$ cat config.mk
export PLATFORM = sky130hd
export DESIGN_NAME = cba_ctrl
export DESIGN_NICKNAME = d
export VERILOG_FILES = /design/src/hdl/cba_pkg.sv /design/src/hdl/cba_ctrl.sv
export SDC_FILE = /design/constraint.sdc
export NUM_CORES = 1
export LEC_CHECK = 0
export BUFFER_PORTS_ARGS = -buffer_cell sky130_fd_sc_hd__buf_2
export CORE_UTILIZATION = 50
export DETAILED_ROUTE_END_ITERATION = 10
export PLACE_DENSITY_LB_ADDON = 0.08
export SLEW_MARGIN = 40
export SYNTH_ARGS = -nofsm -noshare
export SYNTH_HDL_FRONTEND = slang
export SYNTH_SLANG_ARGS = --single-unit
export TNS_END_PERCENT = 5
$ cat constraint.sdc
create_clock -name clk -period 2.5 [get_ports clk]
set_clock_uncertainty 0.05 [all_clocks]
set_input_delay 0.125 -clock clk [delete_from_list [all_inputs] [get_ports clk]]
set_output_delay 0.125 -clock clk [all_outputs]
set_load 0.01 [all_outputs]
$ cat src/hdl/cba_pkg.sv
package cba_pkg;

    // Default sizing
    localparam int NUM_UNITS_DEF  = 4096;
    localparam int MAX_BLOCKS_DEF = 64;
    localparam int ID_WIDTH_DEF   = 32;

    // Field widths
    localparam int BLOCK_ID_W   = 32;
    localparam int BLOCK_SIZE_W = 13;
    localparam int START_UNIT_W = 12;
    localparam int STATUS_W     = 3;
    localparam int POLICY_W     = 2;

    // Status codes
    localparam logic [STATUS_W-1:0] ST_OK        = 3'd0;
    localparam logic [STATUS_W-1:0] ST_OOM       = 3'd1;
    localparam logic [STATUS_W-1:0] ST_NOT_FOUND = 3'd2;
    localparam logic [STATUS_W-1:0] ST_ZERO      = 3'd3;
    localparam logic [STATUS_W-1:0] ST_FULL      = 3'd4;
    localparam logic [STATUS_W-1:0] ST_DUP       = 3'd5;

    // Placement rules
    localparam logic [POLICY_W-1:0] POL_BEST  = 2'd1;
    localparam logic [POLICY_W-1:0] POL_WORST = 2'd2;

    // Operation kinds
    localparam logic KIND_CLEAR = 1'b1;

    typedef struct packed {
        logic                    kind;
        logic [BLOCK_ID_W-1:0]   block_id;
        logic [BLOCK_SIZE_W-1:0] block_size;
    } item_t;

    typedef struct packed {
        logic [STATUS_W-1:0]     status;
        logic [START_UNIT_W-1:0] start_unit;
        logic [BLOCK_SIZE_W-1:0] block_length;
    } result_t;

    // Controller to datapath
    typedef struct packed {
        logic load;
        logic init;
        logic tscan;
        logic rscan;
        logic walk;
        logic commit;
    } ctrl_cmd_t;

    // Datapath to controller
    typedef struct packed {
        logic init_last;
        logic tscan_last;
        logic rscan_last;
        logic walk_last;
        logic go_alloc;
        logic go_free;
        logic run_found;
    } ctrl_sts_t;

endpackage

$ cat src/hdl/cba_ctrl.sv
module cba_ctrl (
    input  logic               clk,
    input  logic               rst_n,
    input  logic               start,
    input  cba_pkg::ctrl_sts_t sts,
    output cba_pkg::ctrl_cmd_t cmd,
    output logic               busy
);
    import cba_pkg::*;

    typedef enum logic [8:0] {
        S_IDLE   = 9'b000000001,
        S_INIT   = 9'b000000010,
        S_TSCAN  = 9'b000000100,
        S_DECIDE = 9'b000001000,
        S_RSCAN  = 9'b000010000,
        S_PLACE  = 9'b000100000,
        S_MARK   = 9'b001000000,
        S_FREE   = 9'b010000000,
        S_DONE   = 9'b100000000
    } state_t;

    state_t state_reg, state_next;

    // Hold state; reset enters the bitmap clearing pass
    always_ff @(posedge clk or negedge rst_n)
    begin
        if (!rst_n)
        begin
            state_reg <= S_INIT;
        end
        else
        begin
            state_reg <= state_next;
        end
    end

    // Advance through the phases of one operation
    always_comb
    begin
        state_next = state_reg;
        cmd        = '0;
        case (state_reg)
            S_IDLE:
            begin
                if (start)
                begin
                    cmd.load   = 1'b1;
                    state_next = S_TSCAN;
                end
            end
            S_INIT:
            begin
                cmd.init = 1'b1;
                if (sts.init_last)
                begin
                    state_next = S_IDLE;
                end
            end
            S_TSCAN:
            begin
                cmd.tscan = 1'b1;
                if (sts.tscan_last)
                begin
                    state_next = S_DECIDE;
                end
            end
            S_DECIDE:
            begin
                if (sts.go_free)
                begin
                    state_next = S_FREE;
                end
                else if (sts.go_alloc)
                begin
                    state_next = S_RSCAN;
                end
                else
                begin
                    state_next = S_DONE;
                end
            end
            S_RSCAN:
            begin
                cmd.rscan = 1'b1;
                if (sts.rscan_last)
                begin
                    state_next = S_PLACE;
                end
            end
            S_PLACE:
            begin
                state_next = sts.run_found ? S_MARK : S_DONE;
            end
            S_MARK, S_FREE:
            begin
                cmd.walk = 1'b1;
                if (sts.walk_last)
                begin
                    state_next = S_DONE;
                end
            end
            S_DONE:
            begin
                cmd.commit = 1'b1;
                state_next = S_IDLE;
            end
            default:
            begin
                state_next = S_IDLE;
            end
        endcase
    end

    assign busy = (state_reg != S_IDLE);

endmodule

==> flow_metrics.py, run 1 <==
metrics = {
    "outcome": {
        "outcome": "finished, final reports clean",
    },
    "detailed_routing": {
        "firstDrtPassIters": 4,
        "drt_iter0_drc": 14,
        "wl_per_cell_um": 14.7,
        "drcViolationCount": 0,
        "routed_wl_um": 1540,
        "viasPerCell": 6.01,
        "num_vias": 631,
        "postRouteAntennaNets": 0,
    },
    "clock_tree": {
        "post_cts_buffers": 0,
        "clkLatencyLatePin_ps": 270,
        "root_buffer": "clkbuf_4",
        "cts_tree": "yes",
        "cts_sinks": 9,
        "numCtsBuffers": 3,
        "htreeDepth": 1,
        "clk_pin_slew_ps": 70,
        "cts_max_path_buffers": 2,
    },
    "yosys": {
        "synth_xor_xnor_area_share_pct": 2.55,
        "ys_warn_count": 0,
        "ys_ff_latch": 9,
        "synth.distinct_cells": 37,
        "synthMuxAreaShare_pct": 3.10,
        "synth-compound-area-share_pct": 12.2,
        "syn_avg_cell_area_um2": 9.04,
        "synthAdderAreaFrac_pct": 0,
        "syn_nets": 86,
        "ys_seq_area_share_pct": 33.0,
        "synthSimpleGateAreaFrac_pct": 40.3,
        "syn_inst": 76,
        "synth_area_um2": 687,
        "synth_top_family_by_area": "simple AND/OR/NAND/NOR gates",
    },
    "floorplanning": {
        "die_h_um": 39.1,
        "ioPinCount": 17,
        "die_w_um": 39.1,
        "rows": 12,
        "coreArea_um2": 1190,
        "start_util_pct": 57.9,
        "design.die.area_um2": 1530,
    },
    "job": {
        "drv_cap": 0,
    },
    "critical_path": {
        "reg2reg_depth": 4,
        "critPathMaxStageDelay_ps": 650,
        "path_buf_inv": 1,
        "r2r_slack_ps": 480,
        "worst-endpoint-arrival_ps": 2050,
        "crit_path_start": "state_reg[7]$_DFFE_PN0P_",
        "critPathKind": "reg2out",
        "slowest_stage": "or4_1",
        "path_delay_family": "simple AND/OR/NAND/NOR gates",
        "reg2reg_from": "state_reg[7]$_DFFE_PN0P_",
        "required_ps": 2330,
        "crit_path_end_kind": "primary output",
        "crit_chain": "or4_1 > nor4_2 > nand3b_1 > nor2_1 > buf_2",
        "reg2reg_to": "state_reg[0]$_DFFE_PN0P_",
        "critPathLaunchType": "flop",
        "path_max_fanout": 11,
    },
    "timing": {
        "post-route-period-util_pct": 88.8,
        "max_slew_margin_pct": 74.3,
        "setup_viol": 0,
        "worst_slack_ps": 279,
        "worst_pin_slew_ps": 382,
        "layout_min_cycle_time_ps": 2220,
        "rsz0062_at_grt": "false",
        "setup-tns-final_ps": 0,
        "fmax_mhz": 450,
        "maxSlewViolCount": 0,
        "final-hold-violation-count": 0,
    },
    "placed_design": {
        "placed_area_um2": 742,
        "dp_hpwl_um": 1130,
        "gp_congestion": 0.826,
        "place_ws_ps": 503,
        "numPortBuffers": 16,
        "dp.cells": 99,
    },
    "final_layout": {
        "fillers": 96,
        "final_common_cell": "buf_2",
        "largest_register_ffs": 9,
        "final_nets": 102,
        "antenna_cells": 0,
        "stdcell_area_um2": 788,
        "area_delta_synth_final_pct": 14.8,
        "final_cell_count_no_fill": 105,
        "drive_gt1_share_pct": 30.8,
        "final_cell_mix": "buf_2, dfrtp_1, nor3_1",
    },
    "global_route": {
        "grt_overflow": 0,
        "first_global_vias": 569,
        "track_usage_pct": 25.7,
        "grt_first_pass_wirelength_um": 2560,
        "grt_max_degree": 12,
        "antenna_found_initial": 0,
    },
    "worst_hold_path": {
        "worstHoldPathCells": 2,
        "worstHoldStart": "start",
        "min_to": "state_reg[0]$_DFFE_PN0P_",
        "hold_path_class": "in2reg",
    },
    "power_and_ir_drop": {
        "p_per_area_nw_per_um2": 757,
        "power.leakage_nw": 0.374,
        "vdd.ir_drop.worst_mv": 0.560,
        "finalPower_mw": 0.596,
    },
}
-- where the power goes --
part           internal, mW  leakage, nW  switching (mW)  total [mW]
Sequential            0.166        0.119          0.0489       0.215
Clock                0.0615       0.0150          0.0524       0.114
Combinational         0.130        0.240           0.137       0.267
Total                 0.358        0.374           0.238       0.596
-- how the worst max path moves through the flow --
stage	end	slack, ps	cells after the start
finish	cmd[5]	280	5
global route	cmd[5]	120	5
CTS	cmd[5]	280	5
detailed placement	state_reg[0]$_DFFE_PN0P_	500	4
global placement	state_reg[0]$_DFFE_PN0P_	560	4
floorplan	state_reg[0]$_DFFE_PN0P_	610	6
-- metal layers --
metal  GRT usage [%]  part of all wire, %
met1            35.8                   49
met2            36.7                   45
met3            6.94                  4.9
met4            10.3                  1.4
met5               0                    0
-- cell type report --
cell class                 count  area (um2)  area share (%)
inverter                       3        11.3            1.43
multi-input combinational     56         399            50.6
tap                           14        17.5            2.22
clock buffer                   4        26.3            3.33
sequential                     9         226            28.7
timing repair buffer          19         108            13.7
-- stage by stage --
| stage | hold WS (ps) | utilization, % |
|---|---|---|
| floorplan | -221 | - |
| global placement | -59.1 | 62.6 |
| detailed placement | -58.3 | 62.6 |
| CTS | 38.2 | 66.5 |
| global route | 50.2 | 66.5 |
| finish | 43.2 | 66.5 |
-- Yosys cell counts (all sizes together) --
cell type	number	area (um2)
a21oi	1	5.00
a22o	1	8.76
and2	2	12.5
and3	1	6.26
and3b	2	17.5
buf	4	35.0
clkbuf	4	15.0
dfrtp	8	200
dfstp	1	26.3
inv	3	11.3
mux2	1	11.3
mux2i	1	10.0
nand2	4	15.0
nand2b	2	12.5
nand3	1	5.00
nand3b	3	22.5
nand4b	1	8.76
nand4bb	1	11.3
nor2	2	7.51
nor2b	1	6.26
nor3	5	25.0
nor4	6	50.0
nor4b	4	35.0
o211ai	1	12.5
o21ai	5	28.8
o22ai	2	12.5
o2bb2ai	1	8.76
o31ai	1	7.51
or3	3	23.8
or4	1	7.51
or4b	1	10.0
xor2	2	17.5
-- timing repair --
item | CTS | global route
resized for setup | 0 | 0
hold buffers | 2 | 0
hold endpoints to repair | 10 | 0
-- cell families after synthesis --
kind of cell | after synthesis
and+or+nand+nor | 40
xor gates and xnor gates | 2
DFF | 9
muxes | 2
AOI/OAI and AO/OA | 12
buffers and inverters | 11
Note: power is estimated with default switching activity, not from simulation.
==> run 2: changes to the inputs <==
--- a/config.mk
+++ b/config.mk
@@ -6,9 +6,10 @@
 export NUM_CORES = 1
 export LEC_CHECK = 0
 export BUFFER_PORTS_ARGS = -buffer_cell sky130_fd_sc_hd__buf_2
+export CAP_MARGIN = 20
 export CORE_UTILIZATION = 50
 export DETAILED_ROUTE_END_ITERATION = 10
-export PLACE_DENSITY_LB_ADDON = 0.08
+export PLACE_DENSITY = 0.74
 export SLEW_MARGIN = 40
 export SYNTH_ARGS = -nofsm -noshare
 export SYNTH_HDL_FRONTEND = slang
==> run 2 against run 1 <==
Compared with the run above:
- total power barely moved
- global-route usage fell by 1.3 points
- die area did not move
- flip-flop and latch count did not move
- first-iteration DRC count rose by 7.1%
- wire length fell by 3.7%
- fmax fell by 0.89%
- sequential share of layout area did not move
- combinational power barely moved
- utilization did not move
- clock power barely moved
- critical path type unchanged
==> flow_metrics.py, run 2 (synthesized netlist as in run 1, its figures left out) <==
metrics = {
    "placed_design": {
        "gp_congestion": 0.877,
        "dp_hpwl_um": 1080,
        "numPortBuffers": 16,
    },
    "clock_tree": {
        "cts_resized": 0,
        "post_cts_buffers": 0,
        "cts_tree": "yes",
        "clk_pin_slew_ps": 60,
        "clkLatencyLatePin_ps": 260,
        "htreeDepth": 1,
        "cts_sinks": 9,
        "cts_hold_buf": 2,
        "numCtsBuffers": 3,
        "cts_max_path_buffers": 2,
        "root_buffer": "clkbuf_4",
    },
    "timing": {
        "layout_min_cycle_time_ps": 2240,
        "worst_pin_slew_ps": 420,
        "fmax_mhz": 446,
        "setup_viol": 0,
        "post-route-period-util_pct": 89.6,
        "rsz0062_at_grt": "false",
        "max_slew_margin_pct": 71.8,
        "maxSlewViolCount": 0,
        "setup-tns-final_ps": 0,
        "final-hold-violation-count": 0,
        "hold_ws_ps": 31.1,
    },
    "global_route": {
        "antenna_found_initial": 0,
        "grt_first_pass_wirelength_um": 2450,
        "grt_max_degree": 12,
        "grt_overflow": 0,
        "track_usage_pct": 24.4,
        "first_global_vias": 545,
    },
    "detailed_routing": {
        "num_vias": 628,
        "drt_iter0_drc": 15,
        "drcViolationCount": 0,
        "wl_per_cell_um": 14.2,
        "postRouteAntennaNets": 0,
        "routed_wl_um": 1490,
        "viasPerCell": 5.98,
        "firstDrtPassIters": 4,
    },
    "floorplanning": {
        "start_util_pct": 57.9,
        "coreArea_um2": 1190,
        "design.die.area_um2": 1530,
        "ioPinCount": 17,
        "die_h_um": 39.1,
        "die_w_um": 39.1,
        "rows": 12,
    },
    "final_layout": {
        "final_cell_mix": "buf_2, dfrtp_1, nor3_1",
        "final_common_cell": "buf_2",
        "drive_gt1_share_pct": 30.8,
        "final_nets": 102,
        "antenna_cells": 0,
        "largest_register_ffs": 9,
        "area_delta_synth_final_pct": 14.8,
    },
    "power_and_ir_drop": {
        "intPower_mw": 0.358,
        "p_per_area_nw_per_um2": 757,
        "pwr-share-seq_pct": 35.9,
        "vdd.ir_drop.worst_mv": 0.557,
        "p_switching_mw": 0.238,
        "clkPwrFrac_pct": 19.5,
        "p_sw_share_pct": 40.0,
        "power.leakage_nw": 0.374,
        "comb_power_share_pct": 44.6,
    },
    "outcome": {
        "outcome": "finished, final reports clean",
    },
    "critical_path": {
        "required_ps": 2330,
        "path_delay_family": "simple AND/OR/NAND/NOR gates",
        "critPathKind": "reg2out",
        "critPathMaxStageDelay_ps": 650,
        "crit_path_end_kind": "primary output",
        "worst-endpoint-arrival_ps": 2070,
        "path_max_fanout": 11,
        "r2r_slack_ps": 490,
        "slowest_stage": "or4_1",
        "crit_chain": "or4_1 > nor4_2 > nand3b_1 > nor2_1 > buf_2",
        "critPathLaunchType": "flop",
        "path_buf_inv": 1,
    },
    "worst_hold_path": {
        "hold_path_class": "in2reg",
    },
    "job": {
        "drv_cap": 0,
    },
}
## run 2: worst paths after layout
| kind | start | depth (start not counted) | to |
|---|---|---|---|
| min in group asynchronous | rst_n | 2 | state_reg[0]$_DFFE_PN0P_ |
| worst min-delay path | start | 2 | state_reg[0]$_DFFE_PN0P_ |
| worst min register to register | state_reg[4]$_DFFE_PN0P_ | 2 | state_reg[4]$_DFFE_PN0P_ |
| worst max-delay path | state_reg[7]$_DFFE_PN0P_ | 5 | cmd[5] |
| worst max register to register | state_reg[7]$_DFFE_PN0P_ | 4 | state_reg[0]$_DFFE_PN0P_ |
| max in group asynchronous | rst_n | 2 | state_reg[1]$_DFFE_PN1P_ |
## run 2: power groups by stage
stage	clock network, mW	registers (mW)	logic, mW
after floorplan	0	0.180	0.241
after global placement	0	0.215	0.259
after detailed placement	0	0.216	0.263
after CTS	0.120	0.213	0.267
after global routing	0.127	0.223	0.296
final	0.116	0.214	0.266
## run 2: through the flow
step / total power, mW / cells / setup slack, ps / cell area [um2] / util (%)
final: 0.597 / 105 / 259 / 788 / 66.5
after global routing: 0.645 / 105 / 100 / 788 / 66.5
after CTS: 0.600 / 105 / 263 / 788 / 66.5
after detailed placement: 0.479 / 99 / 502 / 742 / 62.6
after global placement: 0.474 / 99 / 548 / 742 / 62.6
after floorplan: 0.420 / 76 / 607 / 687 / -
## run 2: layout make-up
| cell class | count | area (um2) |
|---|---|---|
| clock buffer | 4 | 26.3 |
| fill | 99 | 398 |
| inverter | 3 | 11.3 |
| multi-input combinational | 56 | 399 |
| sequential | 9 | 226 |
| tap | 14 | 17.5 |
| timing repair buffer | 19 | 108 |
## run 2: metal layers
layer  wire, um  track usage, %  vias to the layer above
li1           -               -                      311
met2        657            35.0                       19
met1        753            34.5                      296
met5          0               0                        -
met4         10            10.3                        0
met3         64            5.20                        2
## run 2: worst register-to-register path: stages (launching register included)
cell,delay (ps)
dfrtp_1,500
or4_1,650
or3_4,390
o211ai_2,200
o22ai_1,100
